--- src/rtl/core/lidar_scan_to_pixel_projection_macros.svh ---
// ----------------------------------------------------------------------------
// Lidar scan to pixel projection - assertion macros
// Concurrent check helpers, compiled away for synthesis.
// ----------------------------------------------------------------------------
`ifndef LIDAR_SCAN_TO_PIXEL_PROJECTION_MACROS_SVH
`define LIDAR_SCAN_TO_PIXEL_PROJECTION_MACROS_SVH
`ifndef SYNTHESIS
// cons must hold whenever ante holds
`define LSP_ASSERT_IMPL(label, clk, rst, ante, cons) \
   label: assert property (@(posedge clk) disable iff (rst) (ante) |-> (cons)) \
      else $error("lidar projection check failed");
// cond must never be true
`define LSP_ASSERT_NEVER(label, clk, rst, cond) \
   label: assert property (@(posedge clk) disable iff (rst) !(cond)) \
      else $error("lidar projection check failed");
`else
`define LSP_ASSERT_IMPL(label, clk, rst, ante, cons)
`define LSP_ASSERT_NEVER(label, clk, rst, cond)
`endif
`endif

--- src/rtl/core/lsp_pkg.sv ---
// ----------------------------------------------------------------------------
// lsp_pkg
// Shared constants, types and tables of the lidar projection pipeline.
// ----------------------------------------------------------------------------
package lsp_pkg;

   // CORDIC datapath
   localparam int CORDIC_STAGES   = 16;
   localparam int CW              = 20;   // x / y width, signed
   localparam int ZW              = 34;   // angle accumulator width, signed
   localparam int CORDIC_GAIN_INV = 39797;

   localparam logic [31:0] ATAN_TURNS [24] = '{
      32'h20000000, 32'h12E4051E, 32'h09FB385B, 32'h051111D4, 32'h028B0D43,
      32'h0145D7E1, 32'h00A2F61E, 32'h00517C55, 32'h0028BE53, 32'h00145F2F,
      32'h000A2F98, 32'h000517CC, 32'h00028BE6, 32'h000145F3, 32'h0000A2FA,
      32'h0000517D, 32'h000028BE, 32'h0000145F, 32'h00000A30, 32'h00000518,
      32'h0000028C, 32'h00000146, 32'h000000A3, 32'h00000051
   };

   localparam logic signed [ZW-1:0] QUARTER_TURN = 34'sd1073741824;
   localparam logic signed [ZW-1:0] HALF_TURN    = 34'sd2147483648;

   // divider datapath
   localparam int QW = 11;                // quotient bits
   localparam int DW = 27;                // dividend bits
   localparam int MW = 16;                // divisor bits

   // image limits
   localparam logic [10:0] MAX_IMAGE_SIDE = 11'd1024;
   localparam logic [9:0]  PIX_FIELD_MAX  = 10'd1023;

   // register indexes
   typedef enum logic [2:0] {
      CSR_MIN_RANGE   = 3'd0,
      CSR_MAX_RANGE   = 3'd1,
      CSR_START_ANGLE = 3'd2,
      CSR_ANGLE_STEP  = 3'd3,
      CSR_HEADING     = 3'd4,
      CSR_IMAGE_SIZE  = 3'd5
   } csr_index_type;

   // sideband through the CORDIC
   typedef struct packed {
      logic [15:0] range;
      logic        rej;
      logic        flip;
   } cordic_side_type;

   // sideband through the divider
   typedef struct packed {
      logic rej;
      logic neg_x;
      logic neg_y;
   } div_side_type;

endpackage

--- src/rtl/core/lsp_cordic.sv ---
// ----------------------------------------------------------------------------
// lsp_cordic
// Pipelined rotation-mode CORDIC, one micro-rotation per register stage.
// ----------------------------------------------------------------------------
`include "lidar_scan_to_pixel_projection_macros.svh"

module lsp_cordic (
   input  logic                          clock,
   input  logic                          reset,
   input  logic                          in_valid,
   output logic                          in_ready,
   input  logic signed [lsp_pkg::ZW-1:0] in_z,
   input  lsp_pkg::cordic_side_type      in_side,
   output logic                          out_valid,
   input  logic                          out_ready,
   output logic signed [lsp_pkg::CW-1:0] out_x,
   output logic signed [lsp_pkg::CW-1:0] out_y,
   output lsp_pkg::cordic_side_type      out_side
);
   import lsp_pkg::*;

   logic                  vld_ff  [CORDIC_STAGES];
   logic signed [CW-1:0]  x_ff    [CORDIC_STAGES];
   logic signed [CW-1:0]  y_ff    [CORDIC_STAGES];
   logic signed [ZW-1:0]  z_ff    [CORDIC_STAGES];
   cordic_side_type       side_ff [CORDIC_STAGES];

   logic                  src_v   [CORDIC_STAGES];
   logic signed [CW-1:0]  src_x   [CORDIC_STAGES];
   logic signed [CW-1:0]  src_y   [CORDIC_STAGES];
   logic signed [ZW-1:0]  src_z   [CORDIC_STAGES];
   cordic_side_type       src_s   [CORDIC_STAGES];
   logic signed [CW-1:0]  x_in    [CORDIC_STAGES];
   logic signed [CW-1:0]  y_in    [CORDIC_STAGES];
   logic signed [ZW-1:0]  z_in    [CORDIC_STAGES];
   logic [CORDIC_STAGES:0] rdy;

   localparam logic signed [ZW-1:0] Z_LIMIT = QUARTER_TURN;

   assign rdy[CORDIC_STAGES] = out_ready;
   assign in_ready           = rdy[0];

   // stage sources and micro-rotations
   for (genvar i = 0; i < CORDIC_STAGES; i++) begin : g_stage
      localparam logic signed [ZW-1:0] ATAN_I =
         $signed({{(ZW-32){1'b0}}, ATAN_TURNS[i]});

      if (i == 0) begin : g_first
         assign src_v[i] = in_valid;
         assign src_x[i] = CW'(CORDIC_GAIN_INV);
         assign src_y[i] = '0;
         assign src_z[i] = in_z;
         assign src_s[i] = in_side;
      end else begin : g_next
         assign src_v[i] = vld_ff[i-1];
         assign src_x[i] = x_ff[i-1];
         assign src_y[i] = y_ff[i-1];
         assign src_z[i] = z_ff[i-1];
         assign src_s[i] = side_ff[i-1];
      end

      always_comb begin
         if (src_z[i] >= 0) begin
            x_in[i] = src_x[i] - (src_y[i] >>> i);
            y_in[i] = src_y[i] + (src_x[i] >>> i);
            z_in[i] = src_z[i] - ATAN_I;
         end else begin
            x_in[i] = src_x[i] + (src_y[i] >>> i);
            y_in[i] = src_y[i] - (src_x[i] >>> i);
            z_in[i] = src_z[i] + ATAN_I;
         end
      end

      assign rdy[i] = !vld_ff[i] || rdy[i+1];
   end

   // stage valid bits
   always_ff @(posedge clock) begin
      for (int i = 0; i < CORDIC_STAGES; i++) begin
         if (reset) begin
            vld_ff[i] <= 1'b0;
         end else if (rdy[i]) begin
            vld_ff[i] <= src_v[i];
         end
      end
   end

   // stage payload
   always_ff @(posedge clock) begin
      for (int i = 0; i < CORDIC_STAGES; i++) begin
         if (rdy[i] && src_v[i]) begin
            x_ff[i]    <= x_in[i];
            y_ff[i]    <= y_in[i];
            z_ff[i]    <= z_in[i];
            side_ff[i] <= src_s[i];
         end
      end
   end

   assign out_valid = vld_ff[CORDIC_STAGES-1];
   assign out_x     = x_ff[CORDIC_STAGES-1];
   assign out_y     = y_ff[CORDIC_STAGES-1];
   assign out_side  = side_ff[CORDIC_STAGES-1];

   // folded angle must stay within a quarter turn
   `LSP_ASSERT_NEVER(a_z_folded, clock, reset,
      in_valid && (in_z > Z_LIMIT || in_z < -Z_LIMIT))

endmodule

--- config.mk ---
export PLATFORM = sky130hd
export DESIGN_NAME = lsp_cordic
export DESIGN_NICKNAME = d
export VERILOG_FILES = /design/src/rtl/core/lsp_pkg.sv /design/src/rtl/core/lsp_cordic.sv
export VERILOG_INCLUDE_DIRS = /design/src /design/src/rtl/core
export SDC_FILE = /design/constraint.sdc
export NUM_CORES = 2
export LEC_CHECK = 0
export BUFFER_PORTS_ARGS = -buffer_cell sky130_fd_sc_hd__buf_4
export CAP_MARGIN = 20
export CORE_ASPECT_RATIO = 0.7
export CORE_MARGIN = 2
export CORE_UTILIZATION = 40
export DETAILED_ROUTE_END_ITERATION = 16
export PLACE_DENSITY_LB_ADDON = 0.2
export SYNTH_ARGS = -nofsm -noshare
export SYNTH_HDL_FRONTEND = slang
export SYNTH_SLANG_ARGS = --single-unit
--- constraint.sdc ---
create_clock -name clock -period 9.9 [get_ports clock]
set_clock_uncertainty 0.2 [all_clocks]
set_input_delay 0.99 -clock clock [delete_from_list [all_inputs] [get_ports clock]]
set_output_delay 0.99 -clock clock [all_outputs]
set_load 0.005 [all_outputs]
# Word level (Yosys, flattened, before mapping)
# Memory sizes are Yosys's and may differ from the RTL's.
# Cells that the tools add are included.
# classes
n_lt_le_gt_ge	16
bitwise_logic	16
n_reduce_logical	48
n_mux	145
n_addsub	92
# ops
op	count
20-bit 2-to-1 mux	31
34-bit by 1-bit >= comparator with 1-bit output (second input constant)	16
34-bit 2-to-1 mux	16
1-bit 2-to-1 mux	98
20-bit by 10-bit adder with 20-bit output	2
20-bit by 11-bit adder with 20-bit output	2
20-bit by 12-bit adder with 20-bit output	2
20-bit by 13-bit adder with 20-bit output	2
20-bit by 14-bit adder with 20-bit output	2
20-bit by 15-bit adder with 20-bit output	2
20-bit by 16-bit adder with 20-bit output	2
20-bit by 17-bit adder with 20-bit output	2
20-bit by 18-bit adder with 20-bit output	2
20-bit by 19-bit adder with 20-bit output	2
20-bit by 5-bit adder with 20-bit output	2
20-bit by 6-bit adder with 20-bit output	2
20-bit by 7-bit adder with 20-bit output	2
20-bit by 8-bit adder with 20-bit output	2
20-bit by 9-bit adder with 20-bit output	2
20-bit by 10-bit subtractor with 20-bit output	2
20-bit by 11-bit subtractor with 20-bit output	2
20-bit by 12-bit subtractor with 20-bit output	2
20-bit by 13-bit subtractor with 20-bit output	2
20-bit by 14-bit subtractor with 20-bit output	2
other kinds (46)	116
# word_totals
input_bits	56
ramBits	1488
reg_bits	0
n_memories	5
word_cells	322
# mem_list
name	depth	word_bits	rd	rd_clocked_by_memory_dff	write_ports	line_no	rtl
z_ff	16	34	15	0	16	lsp_cordic.sv:25	logic signed [ZW-1:0] z_ff [CORDIC_STAGES];
x_ff	16	20	16	0	16	lsp_cordic.sv:23	logic signed [CW-1:0] x_ff [CORDIC_STAGES];
y_ff	16	20	16	0	16	lsp_cordic.sv:24	logic signed [CW-1:0] y_ff [CORDIC_STAGES];
side_ff	16	18	16	0	16	lsp_cordic.sv:26	cordic_side_type side_ff [CORDIC_STAGES];
vld_ff	16	1	16	0	16	lsp_cordic.sv:22	logic vld_ff [CORDIC_STAGES];

# Longest topological paths before layout
# An unclocked memory read counts as a cell.
# logic_depth
depth_word	22
ltp_mapped	24
mapped_depth_nobuf	22

# Worst setup path before layout
# No wires, ideal clock.
# synth_timing
path_kind	in2reg
start	input port out_ready
end	memory side_ff[0][126] (netlist bit) (enable)
setup_ns	0.685
t_arrival_ns	8.386
path_buffers	0
cell_stages	6
setup_slack_ns	0.629
path_cell_list	nor2b_1 and3_1 and3_1 nand3_1 nor2_1 a21boi_0
# synth_rtl
item	line_no	rtl
start: declaration	lsp_cordic.sv:15	input logic out_ready,
end: declaration	lsp_cordic.sv:26	

==> impl_metrics.csv <==
group,metric,value,unit
finish,finalInstanceArea,104000,um2
sta,timing.setup.tns,0,ns
synth,synth_top_area_share,43.9,%
global_routing,grt_pass1_wl,362,mm
die,die_area,239000,um2
sta,fmax,145,MHz
setup_path,worst-r2r-setup-slack,3.00,ns
finish,areaGrowthSynthToFinish,10.6,%
die,rows,148,
synth,ys_seq_elements,1376,
finish,register_area,41300,um2
sta,tightest_slew,0.979,ns
clocking,clockRootBuffer,"clkbuf_16",
clocking,clk_pin_slew,0.07,ns
clocking,cts.sinks,1376,
setup_path,slowest_stage,"nor4_1",
synth,yosysTopAreaCell,"edfxtp_1",
drt,num_vias,67122,
pwr,p_leak,40.6,nW
finish,final_cell_mix,"1376 x edfxtp_1, 1052 x ha_1, 802 x nor2_1",
drt,wl_per_cell,18.9,um
finish,multi_input_area,51100,um2
setup_path,rr_worst_depth,21,
global_routing,grt_usage,19.0,%
setup_path,critPathTopFamily,"compound AO/OA/AOI/OAI gates",
clocking,cts_hold_buf,0,
finish,nets,10203,
setup_path,cp-end-kind,"flop",
clocking,insertion_delay,0.83,ns
setup_path,crit_fanout,54,
finish,drive_gt1_share,5.88,%
global_routing,antenna_found_initial,6,
synth,syn_avg_cell_area,10.7,um2
sta,rsz0062_at_grt,"no",
drt,drt_wl_total,231,mm
die,die_h,410,um
drt,dr.pass1.iters,5,
setup_path,path_cells,"nor4_1, nand4_1, nor4_1, and4_1, nand2b_2, buf_4, inv_1, nand2_1, o21ai_0, fa_1, a21o_1, a21oi_1, o21bai_1, a21oi_1, o21ai_1, a31o_1, a41o_1, o41ai_1, o21bai_1, a21oi_1, xnor2_1",
worst_hold_path,min_path_cells,1,
setup_path,arrival,7.25,ns
synth,synth-async-reset-ratio,0,%
drt,drc,0,
pwr,ir_drop,0.155,mV
placed_design,place_ws,3.11,ns
global_routing,gr-total-overflow,0,
pwr,powerDensity,137,nW/um2
die,fp.dieW,584,um
synth,synth-edff-count,1376,
die,core-area,233000,um2
setup_path,r2r-start,"z_ff[0][165]",
synth,seq_area_frac_synth,43.9,%
sta,min_period_over_period,69.7,%
run,cap_violations,0,
sta,setup_viol,0,
synth,yosysUniqueCellTypes,97,
sta,fin_hold_ws,0.131,ns
die,initial_core_util,40.4,%
setup_path,required,10.25,ns
setup_path,r2r-end,"y_ff[0][118]",
synth,ys_warn_count,0,
placed_design,io_buffers,115,
finish,final_common_cell,"edfxtp_1",
clocking,cts_tree,"yes",
setup_path,start_kind,"flop",
status,status,"completed",
clocking,cts_buffers,158,
placed_design,place_congestion,0.877,
clocking,clockBufferDepth,4,
placed_design,placed_area,98800,um2
clocking,post_cts_buffers,0,
drt,ant_nets,0,
drt,via_per_inst,5.49,
sta,layout_min_cycle_time,6.90,ns
synth,synth_cells,8837,
setup_path,worstSetupPathType,"reg -> reg",
drt,drt_iter0_drc,4824,
global_routing,grt_pass1_vias,64370,
worst_hold_path,min_path_type,"in -> reg",
placed_design,dp_hpwl,180,mm
setup_path,path_common_cell,"a21oi_1",
synth,synthTopCellsByArea,"edfxtp_1 44%, ha_1 14%, xnor2_1 7.1%",
sta,slew_viol_final,0,
pwr,power,14.3,mW
sta,hold_violations,0,
setup_path,worst-path-buf-inv,2,
sta,slew_headroom,34.8,%
worst_hold_path,min_to,"side_ff[0][5]",
finish,fillerInstances,21504,
clocking,post_cts_resize_count,0,
sta,setup_slack,3.00,ns
setup_path,cpPeakStageDelay,0.62,ns
synth,netlist_area,94100,um2
global_routing,grt_max_degree,74,
worst_hold_path,holdCritStartpoint,"in_side[5]",
die,design.portCount,116,
clocking,h-tree-depth,4,
synth,synth_top_flop_cell,"edfxtp_1",
[Yosys cell counts (19+ instances only)]
cell	number
o41ai_1	29
a21o_1	353
a211oi_1	63
and4_1	24
ha_1	1052
nand4_1	49
a211o_1	20
o211ai_1	28
nand3_1	187
inv_1	351
o21ai_1	134
or4_1	27
nand3b_1	25
o21a_1	164
edfxtp_1	1376
or2_2	31
and2_1	41
nor4b_1	32
a21oi_1	753
clkbuf_1	77
and3_1	88
nor2b_1	151
mux2i_1	24
or3_1	63
o41ai_2	19
nand2_1	462
o21bai_1	92
o31ai_1	58
nor4_1	129
xnor2_1	763
a31oi_1	64
nand2b_1	118
o21ai_0	245
xor2_1	337
fa_1	46
nor2_1	802
nor3_1	255
[per-stage QoR]
stage                     util (%)  cells
final                         44.6  12237
after global placement        42.4  11964
after floorplan                  -   8839
after global routing          44.6  12236
after detailed placement      42.4  11964
after CTS                     44.6  12235
[worst max path at each step]
stage / startpoint / cells past startpoint / to
after floorplan: out_ready / 6 / side_ff[0][126]
after global placement: z_ff[0][164] / 21 / y_ff[0][118]
after detailed placement: z_ff[0][165] / 21 / y_ff[0][118]
after CTS: z_ff[0][165] / 21 / y_ff[0][118]
after global routing: z_ff[0][164] / 21 / y_ff[0][118]
final: z_ff[0][165] / 21 / y_ff[0][118]
[cells by family after synthesis]
family                   count (synthesis)  share of synthesized area, %
AND/OR/NAND/NOR                       2511                          13.0
AO/OA/AOI/OAI                         2236                          15.4
flip-flops                            1376                          43.9
XOR/XNOR                              1101                          10.3
adder cells (fa/ha/maj)               1098                          15.0
buffers and inverters                  472                          1.96
multiplexers                            41                         0.459
other                                    2                       0.00798
[power breakdown]
part / total (mW) / internal (mW) / switching, mW
clock network: 6.07 / 3.64 / 2.43
registers: 6.64 / 6.55 / 0.0921
logic: 1.54 / 0.656 / 0.886
total: 14.3 / 10.8 / 3.41
[sequential cells by signal, summed over array words and instances, names as in the netlist]
register and flops:
z_ff 477, y_ff 298, x_ff 297, side_ff 288, vld_ff 16
[layer usage]
metal	GRT usage [%]	up-vias	part of all wire [%]	routed length (um)
met5	0	-	0	0
met4	5.12	0	2.5	5890
met3	3.38	278	5.6	13100
met2	27.1	1478	40	91800
met1	29.1	31936	52	120000
li1	-	33430	-	-
[area by class of cell]
cell class,count,share of cell area (%)
multi-input combinational,6991,49.1
sequential,1376,39.7
clock buffer,170,3.86
tap,3075,3.70
inverter,364,1.31
clock inverter,101,1.18
timing repair buffer,158,1.14
antenna,2,0.00481
Power figures use the tool's default switching activity.
