<file path="src/rtl/core/lidar_scan_to_pixel_projection_macros.svh">
// ----------------------------------------------------------------------------
// Lidar scan to pixel projection - assertion macros
// Concurrent check helpers, compiled away for synthesis.
// ----------------------------------------------------------------------------
`ifndef LIDAR_SCAN_TO_PIXEL_PROJECTION_MACROS_SVH
`define LIDAR_SCAN_TO_PIXEL_PROJECTION_MACROS_SVH
`ifndef SYNTHESIS
// cons must hold whenever ante holds
`define LSP_ASSERT_IMPL(label, clk, rst, ante, cons) \
   label: assert property (@(posedge clk) disable iff (rst) (ante) |-> (cons)) \
      else $error("lidar projection check failed");
// cond must never be true
`define LSP_ASSERT_NEVER(label, clk, rst, cond) \
   label: assert property (@(posedge clk) disable iff (rst) !(cond)) \
      else $error("lidar projection check failed");
`else
`define LSP_ASSERT_IMPL(label, clk, rst, ante, cons)
`define LSP_ASSERT_NEVER(label, clk, rst, cond)
`endif
`endif

</file>
<file path="src/rtl/core/lsp_pkg.sv">
// ----------------------------------------------------------------------------
// lsp_pkg
// Shared constants, types and tables of the lidar projection pipeline.
// ----------------------------------------------------------------------------
package lsp_pkg;

   // CORDIC datapath
   localparam int CORDIC_STAGES   = 16;
   localparam int CW              = 20;   // x / y width, signed
   localparam int ZW              = 34;   // angle accumulator width, signed
   localparam int CORDIC_GAIN_INV = 39797;

   localparam logic [31:0] ATAN_TURNS [24] = '{
      32'h20000000, 32'h12E4051E, 32'h09FB385B, 32'h051111D4, 32'h028B0D43,
      32'h0145D7E1, 32'h00A2F61E, 32'h00517C55, 32'h0028BE53, 32'h00145F2F,
      32'h000A2F98, 32'h000517CC, 32'h00028BE6, 32'h000145F3, 32'h0000A2FA,
      32'h0000517D, 32'h000028BE, 32'h0000145F, 32'h00000A30, 32'h00000518,
      32'h0000028C, 32'h00000146, 32'h000000A3, 32'h00000051
   };

   localparam logic signed [ZW-1:0] QUARTER_TURN = 34'sd1073741824;
   localparam logic signed [ZW-1:0] HALF_TURN    = 34'sd2147483648;

   // divider datapath
   localparam int QW = 11;                // quotient bits
   localparam int DW = 27;                // dividend bits
   localparam int MW = 16;                // divisor bits

   // image limits
   localparam logic [10:0] MAX_IMAGE_SIDE = 11'd1024;
   localparam logic [9:0]  PIX_FIELD_MAX  = 10'd1023;

   // register indexes
   typedef enum logic [2:0] {
      CSR_MIN_RANGE   = 3'd0,
      CSR_MAX_RANGE   = 3'd1,
      CSR_START_ANGLE = 3'd2,
      CSR_ANGLE_STEP  = 3'd3,
      CSR_HEADING     = 3'd4,
      CSR_IMAGE_SIZE  = 3'd5
   } csr_index_type;

   // sideband through the CORDIC
   typedef struct packed {
      logic [15:0] range;
      logic        rej;
      logic        flip;
   } cordic_side_type;

   // sideband through the divider
   typedef struct packed {
      logic rej;
      logic neg_x;
      logic neg_y;
   } div_side_type;

endpackage

</file>
<file path="src/rtl/core/lsp_div.sv">
// ----------------------------------------------------------------------------
// lsp_div
// Two-lane pipelined restoring divider, one quotient bit per stage.
// ----------------------------------------------------------------------------
`include "lidar_scan_to_pixel_projection_macros.svh"

module lsp_div (
   input  logic                   clock,
   input  logic                   reset,
   input  logic [lsp_pkg::MW-1:0] divisor,
   input  logic                   in_valid,
   output logic                   in_ready,
   input  logic [lsp_pkg::DW-1:0] in_num_x,
   input  logic [lsp_pkg::DW-1:0] in_num_y,
   input  lsp_pkg::div_side_type  in_side,
   output logic                   out_valid,
   input  logic                   out_ready,
   output logic [lsp_pkg::QW-1:0] out_q_x,
   output logic [lsp_pkg::QW-1:0] out_q_y,
   output lsp_pkg::div_side_type  out_side
);
   import lsp_pkg::*;

   logic              vld_ff  [QW];
   logic [DW-1:0]     rx_ff   [QW];
   logic [DW-1:0]     ry_ff   [QW];
   logic [QW-1:0]     qx_ff   [QW];
   logic [QW-1:0]     qy_ff   [QW];
   div_side_type      side_ff [QW];

   logic              src_v   [QW];
   logic [DW-1:0]     src_rx  [QW];
   logic [DW-1:0]     src_ry  [QW];
   logic [QW-1:0]     src_qx  [QW];
   logic [QW-1:0]     src_qy  [QW];
   div_side_type      src_s   [QW];
   logic [DW-1:0]     rx_in   [QW];
   logic [DW-1:0]     ry_in   [QW];
   logic [QW-1:0]     qx_in   [QW];
   logic [QW-1:0]     qy_in   [QW];
   logic [QW:0]       rdy;

   assign rdy[QW]  = out_ready;
   assign in_ready = rdy[0];

   // one trial subtraction per stage, most significant quotient bit first
   for (genvar i = 0; i < QW; i++) begin : g_stage
      localparam int B = QW - 1 - i;
      logic [DW-1:0] trial;

      if (i == 0) begin : g_first
         assign src_v[i]  = in_valid;
         assign src_rx[i] = in_num_x;
         assign src_ry[i] = in_num_y;
         assign src_qx[i] = '0;
         assign src_qy[i] = '0;
         assign src_s[i]  = in_side;
      end else begin : g_next
         assign src_v[i]  = vld_ff[i-1];
         assign src_rx[i] = rx_ff[i-1];
         assign src_ry[i] = ry_ff[i-1];
         assign src_qx[i] = qx_ff[i-1];
         assign src_qy[i] = qy_ff[i-1];
         assign src_s[i]  = side_ff[i-1];
      end

      assign trial = DW'(divisor) << B;

      always_comb begin
         qx_in[i] = src_qx[i];
         qy_in[i] = src_qy[i];
         if (src_rx[i] >= trial) begin
            rx_in[i]    = src_rx[i] - trial;
            qx_in[i][B] = 1'b1;
         end else begin
            rx_in[i]    = src_rx[i];
         end
         if (src_ry[i] >= trial) begin
            ry_in[i]    = src_ry[i] - trial;
            qy_in[i][B] = 1'b1;
         end else begin
            ry_in[i]    = src_ry[i];
         end
      end

      assign rdy[i] = !vld_ff[i] || rdy[i+1];
   end

   // stage valid bits
   always_ff @(posedge clock) begin
      for (int i = 0; i < QW; i++) begin
         if (reset) begin
            vld_ff[i] <= 1'b0;
         end else if (rdy[i]) begin
            vld_ff[i] <= src_v[i];
         end
      end
   end

   // stage payload
   always_ff @(posedge clock) begin
      for (int i = 0; i < QW; i++) begin
         if (rdy[i] && src_v[i]) begin
            rx_ff[i]   <= rx_in[i];
            ry_ff[i]   <= ry_in[i];
            qx_ff[i]   <= qx_in[i];
            qy_ff[i]   <= qy_in[i];
            side_ff[i] <= src_s[i];
         end
      end
   end

   assign out_valid = vld_ff[QW-1];
   assign out_q_x   = qx_ff[QW-1];
   assign out_q_y   = qy_ff[QW-1];
   assign out_side  = side_ff[QW-1];

   // kept returns must leave a proper remainder (quotient did not overflow)
   `LSP_ASSERT_IMPL(a_rem_bound, clock, reset,
      out_valid && !out_side.rej,
      rx_ff[QW-1] < DW'(divisor) && ry_ff[QW-1] < DW'(divisor))

endmodule

</file>
<file path="config.mk">
export PLATFORM = sky130hd
export DESIGN_NAME = lsp_div
export DESIGN_NICKNAME = d
export VERILOG_FILES = /design/src/rtl/core/lsp_pkg.sv /design/src/rtl/core/lsp_div.sv
export VERILOG_INCLUDE_DIRS = /design/src /design/src/rtl/core
export SDC_FILE = /design/constraint.sdc
export NUM_CORES = 2
export LEC_CHECK = 0
export BUFFER_PORTS_ARGS = -buffer_cell sky130_fd_sc_hd__buf_2
export CAP_MARGIN = 20
export CORE_ASPECT_RATIO = 0.7
export CORE_MARGIN = 2
export CORE_UTILIZATION = 45
export CTS_CLUSTER_SIZE = 28
export DETAILED_ROUTE_END_ITERATION = 12
export GPL_TIMING_DRIVEN = 1
export SLEW_MARGIN = 30
export SYNTH_ARGS = -nofsm -noshare
export SYNTH_HDL_FRONTEND = slang
export SYNTH_SLANG_ARGS = --single-unit
</file>
<file path="constraint.sdc">
create_clock -name clock -period 8.4 [get_ports clock]
set_clock_uncertainty 0.2 [all_clocks]
set_input_delay 0.84 -clock clock [delete_from_list [all_inputs] [get_ports clock]]
set_output_delay 0.84 -clock clock [all_outputs]
set_load 0.01 [all_outputs]
</file>
======== Word-level counts from Yosys, hierarchy flattened ========
Memory sizes are Yosys's and may differ from the RTL's.
Index checks and enable logic that the tools add are counted.
operators by class
  $lt $le $gt $ge ......................... 22
  bitwise operators ....................... 11
  add/subtract/negate cells ............... 22
  reduce and logical (&&, ||, !) cells .... 33
  multiplexer cells ....................... 112
operator list
  operator                        number
  two-way mux 27 bit              22
  two-way mux 1 bit               90
  >= comparator 27 x 16 -> 1 bit  2
  >= comparator 27 x 17 -> 1 bit  2
  >= comparator 27 x 18 -> 1 bit  2
  >= comparator 27 x 19 -> 1 bit  2
  >= comparator 27 x 20 -> 1 bit  2
  >= comparator 27 x 21 -> 1 bit  2
  >= comparator 27 x 22 -> 1 bit  2
  >= comparator 27 x 23 -> 1 bit  2
  >= comparator 27 x 24 -> 1 bit  2
  >= comparator 27 x 25 -> 1 bit  2
  >= comparator 27 x 26 -> 1 bit  2
  subtractor 27 x 16 -> 27 bit    2
  subtractor 27 x 17 -> 27 bit    2
  subtractor 27 x 18 -> 27 bit    2
  subtractor 27 x 19 -> 27 bit    2
  subtractor 27 x 20 -> 27 bit    2
  subtractor 27 x 21 -> 27 bit    2
  subtractor 27 x 22 -> 27 bit    2
  subtractor 27 x 23 -> 27 bit    2
  subtractor 27 x 24 -> 27 bit    2
  subtractor 27 x 25 -> 27 bit    2
  subtractor 27 x 26 -> 27 bit    2
  other kinds (4)                 44
word-level totals
  input port bits ......................... 77
  RAM bits ................................ 880
  logic and storage cells ................. 206
  memories kept ........................... 6
  output and inout bits ................... 27
  flip-flop bits (word level) ............. 0
memories
  memory   depth  width  rd ports  clocked after memory_dff  wr ports  RTL line       text
  rx_ff    11     27     10        0                         11        lsp_div.sv:25  logic [DW-1:0] rx_ff [QW];
  ry_ff    11     27     10        0                         11        lsp_div.sv:26  logic [DW-1:0] ry_ff [QW];
  qx_ff    11     11     11        0                         11        lsp_div.sv:27  logic [QW-1:0] qx_ff [QW];
  qy_ff    11     11     11        0                         11        lsp_div.sv:28  logic [QW-1:0] qy_ff [QW];
  side_ff  11     3      11        0                         11        lsp_div.sv:29  div_side_type side_ff [QW];
  vld_ff   11     1      11        0                         11        lsp_div.sv:24  logic vld_ff [QW];

======== Longest topological paths before layout ========
An unclocked memory read counts as a cell.
  depth after elaboration ................. 17
  gate-level depth with buffers ........... 14
  depth with buffers taken out ............ 13

======== Least setup slack after synthesis ========
Ideal clock, no wire load.
  path kind ............................... in2reg
  start point ............................. input out_ready
  end point ............................... memory qx_ff[9][10] (enable)
  library setup time ...................... 632 ps
  data arrival time ....................... 6543 ps
  required time ........................... 7568 ps
  setup slack ............................. 1025 ps
  path buffers ............................ 0
  stages .................................. 2
  cells stage by stage .................... nor2b_1 > a21boi_0
RTL lines
  element          RTL line       text
  start, declared  lsp_div.sv:17  input logic out_ready,
  end, declared    lsp_div.sv:27

==> metrics.md <==
| Metric | Value |
|---|---|
| Most frequent cell after synthesis | `edfxtp_1` |
| Met2 Track Usage GR | `26.03%` |
| I/O Buffers | `103` |
| Hold bufs inserted after CTS | `0` |
| Sequential Power Share | `46.2%` |
| Cell taking the most area after synthesis | `edfxtp_1` |
| Synth area leaders | `edfxtp_1 (50%), ha_1 (10%), a21oi_1 (3.6%)` |
| Final worst path period share | `55.44%` |
| Worst Setup EP | `ry_ff[2][13]$_DFFE_PP_` |
| Worst-path clk slew | `0.06 ns` |
| Crit path kind | `in2reg` |
| Num ports | `104` |
| Buffers inserted by post-CTS timing repair | `0` |
| RSZ-0062 raised after global routing | `false` |
| CP Max Fanout | `33` |
| Switching Share | `between 20% and 30%` |
| Post-Syn Area | `around 43000 µm²` |
| Setup slack, reg-to-reg | `4.44 ns` |
| CTS tree | `yes` |
| Pint | `0.006707 W` |
| Busiest metal layer after global routing | `met1` |
| Layout Nets | `about 4500` |
| CP Launch Type | `primary input` |
| Yosys reg bits | `716` |
| Area grow syn2layout | `10.78%` |
| CTS max path bufs | `3` |
| Routed wire length per instance | `between 15 and 20 µm` |
| Switching Power | `0.002298 W` |
| Final Hold Viols | `0` |
| CORE AREA | `95690 µm²` |
| Non-filler cells in the finished layout | `between 5000 and 6000` |
| CP arrival | `roughly 4.9 ns` |
| Die X | `374.9 µm` |
| Initial antenna violation count | `0` |
| Final WL | `95.71 mm` |
| Synth async-reset ratio | `0%` |
| Power Dens Cells | `187.6 nW/µm²` |
| Status | `finished clean` |
| Clk pwr share | `37.4%` |
| Max_cap viols | `0` |
| Setup TNS | `0 ns` |
| Layout cells sized above 1 | `9.419%` |
| Layout filler cell count | `8450` |
| FF-to-FF End | `ry_ff[5][14]$_DFFE_PP_` |
| Clk_lat worst skew | `~0.65 ns` |
| DIE HEIGHT | `263.7 µm` |
| Mapped Avg Cell Area | `~11 µm²` |
| Final Setup Violations | `0` |
| F_max | `roughly 0.21 GHz` |
| VDD IR max | `139.5 µV` |
| Largest net degree at the start of global routing | `71` |
| Residual DRC | `0` |
| CP Capture Type | `register` |
| Register area share after synthesis | `49.61%` |
| H-tree lvl count | `3` |
| Die area | `98850 µm²` |
| Synth warn | `0` |
| Final Wtd Congestion | `approximately 0.90` |
| Starting Density | `a little under half` |
| Syn nets | `4401` |
| Hold Path Origin | `in_side[2]` |
| Number of detailed-route iterations in the first pass | `6` |
| Vias | `29970` |
| Clock period minus worst slack | `4.657 ns` |
| Critical path data required time | `8.60 ns` |
| Dpl ws | `~3.1 ns` |
| Site Rows | `95` |
| Global Route met3 Usage | `3.561%` |
| Register Area | `21500 µm²` |
| Grt ovf | `0` |
| Vias in the first global route | `approximately 28000` |
| Iter 0 DRT Violations | `2628` |
| Multi-input logic area | `21050 µm²` |
| Crit path from | `divisor[1]` |
| HP Class | `in2reg` |
| DP HPWL | `~70 mm` |
| Clock Sink Count | `716` |
| Area fraction of the dominant cell type after synthesis | `around 50%` |
| Reg-to-reg startpoint | `ry_ff[4][5]$_DFFE_PP_` |
| Rel. slew slack | `36.43%` |
| Leakage | `17.84 nW` |
| Final WS setup | `around 3.7 ns` |
| Total GRT Usage | `19.23%` |
| Clk root buf | `clkbuf_16` |
| ANT nets after route | `0` |
| Cells after Synth | `3952` |
| Ys flop type | `edfxtp_1` |
| Slew @ Worst Pin | `0.9295 ns` |
| Slew Viols, Final | `0` |
| Vias/cell | `5.535` |
| First-pass GRT wire length | `151.8 mm` |
| CTS buffer count | `74` |
| Placed insts | `5278` |
| Number of flops mapped to enable cells by yosys | `slightly above 700` |
| Unique masters post-synth | `97` |
| Synth cell count leaders | `edfxtp_1 (716), ha_1 (352), nand2_1 (314)` |
| CTS resizes | `0` |
| Combinational Power Share | `16.4%` |
| Path depth of the worst reg2reg path | `12` |
| M1 GR Usage | `30.92%` |
## critical path: stages
cell      delay [ns]
buf_2           0.44
inv_2           0.16
buf_4           0.33
ha_1            0.38
nor2b_1         0.14
o31a_1          0.26
o31a_1          0.28
o2111a_1        0.27
o311ai_2        0.37
nand2_1         0.21
a31oi_4         0.69
mux2_2          0.41
## stage by stage
| step | instance area, µm² | utilization [%] | power [W] | hold slack, ns |
|---|---|---|---|---|
| after global routing | 48010 | 50.17 | 0.009428 | 0.1333 |
| final | 48010 | 50.18 | 0.009006 | 0.1774 |
| after global placement | 45530 | 47.58 | 0.005682 | 0.2010 |
| after floorplan | 43340 | - | 0.005358 | 0.2003 |
| after detailed placement | 45540 | 47.60 | 0.005691 | 0.2045 |
| after CTS | 48010 | 50.17 | 0.009085 | 0.1292 |
## cell usage in the layout (no fill, tap or decap), types with 13 or more instances in the layout
master / Yosys / routed
o21ai_0: 268 / 268
ha_1: 352 / 352
xnor2_1: 170 / 170
nor2_1: 303 / 302
edfxtp_1: 716 / 716
clkbuf_16: 0 / 79
buf_2: 19 / 103
or2_2: 12 / 13
nand2b_1: 63 / 63
o31ai_1: 31 / 31
a21boi_0: 18 / 17
nand4_1: 50 / 50
fa_1: 20 / 20
nand3_1: 78 / 78
a21o_1: 126 / 126
and3_1: 18 / 18
nor2b_1: 79 / 74
nor4_1: 50 / 50
and2_1: 16 / 13
nor3b_1: 14 / 14
or4_1: 15 / 15
buf_4: 2 / 44
o21a_1: 50 / 49
a211oi_1: 28 / 28
clkinv_2: 0 / 13
o211ai_1: 16 / 16
xor2_1: 156 / 156
or3_1: 28 / 28
inv_1: 149 / 144
clkinv_1: 0 / 14
nor3_1: 85 / 85
mux2_2: 67 / 67
nor4b_1: 15 / 15
nand2_1: 314 / 314
a21oi_1: 311 / 310
a31oi_1: 33 / 29
o21bai_1: 29 / 29
## power groups by stage
| stage | Sequential (W) | Clock [W] | Combinational (W) |
|---|---|---|---|
| after CTS | 0.00416 | 0.00346 | 0.00147 |
| final | 0.00416 | 0.00337 | 0.00148 |
| after floorplan | 0.00421 | 0 | 0.00115 |
| after detailed placement | 0.00423 | 0 | 0.00146 |
| after global routing | 0.00417 | 0.00359 | 0.00167 |
| after global placement | 0.00424 | 0 | 0.00145 |
## how the worst min path moves through the flow
stage,end,slack (ns),cells after the start
finish,side_ff[0][2]$_DFFE_PP_,0.18,1
CTS,side_ff[0][2]$_DFFE_PP_,0.13,1
detailed placement,qx_ff[10][1]$_DFFE_PP_,0.20,0
global route,side_ff[0][2]$_DFFE_PP_,0.13,1
floorplan,qx_ff[10][10]$_DFFE_PP_,0.20,0
global placement,qy_ff[7][8]$_DFFE_PP_,0.20,0
## sequential cells by signal, indices dropped and copies added, names as in the netlist
signal,flops
qx_ff,66
side_ff,33
ry_ff,270
vld_ff,11
qy_ff,66
rx_ff,270
## layer usage
layer / part of all wire (%) / wire [µm] / vias up
met1: 53 / 51060 / 13780
met4: 2.4 / 2290 / 0
met5: 0 / 0 / -
li1: - / - / 15190
met2: 38 / 36620 / 841
met3: 6.0 / 5738 / 151
## layout make-up
type,count,area share [%]
Timing Repair Buffer,148,1.793
Antenna cell,2,0.01042
Sequential cell,716,44.78
Clock inverter,43,0.9173
Multi-Input combinational cell,3004,43.84
Inverter,149,1.165
Clock buffer,91,4.211
Tap cell,1261,3.286
## kinds of logic after synthesis
kind of cell / count (synthesis) / synth area share [%]
buffers and inverters: 232 / 2.119
adders and majority gates: 372 / 11.09
xor gates and xnor gates: 326 / 6.588
muxes: 77 / 1.983
and+or+nand+nor: 1185 / 13.52
AOI/OAI and AO/OA: 1044 / 15.10
DFF: 716 / 49.61
Note: power is estimated with default switching activity, not from simulation.
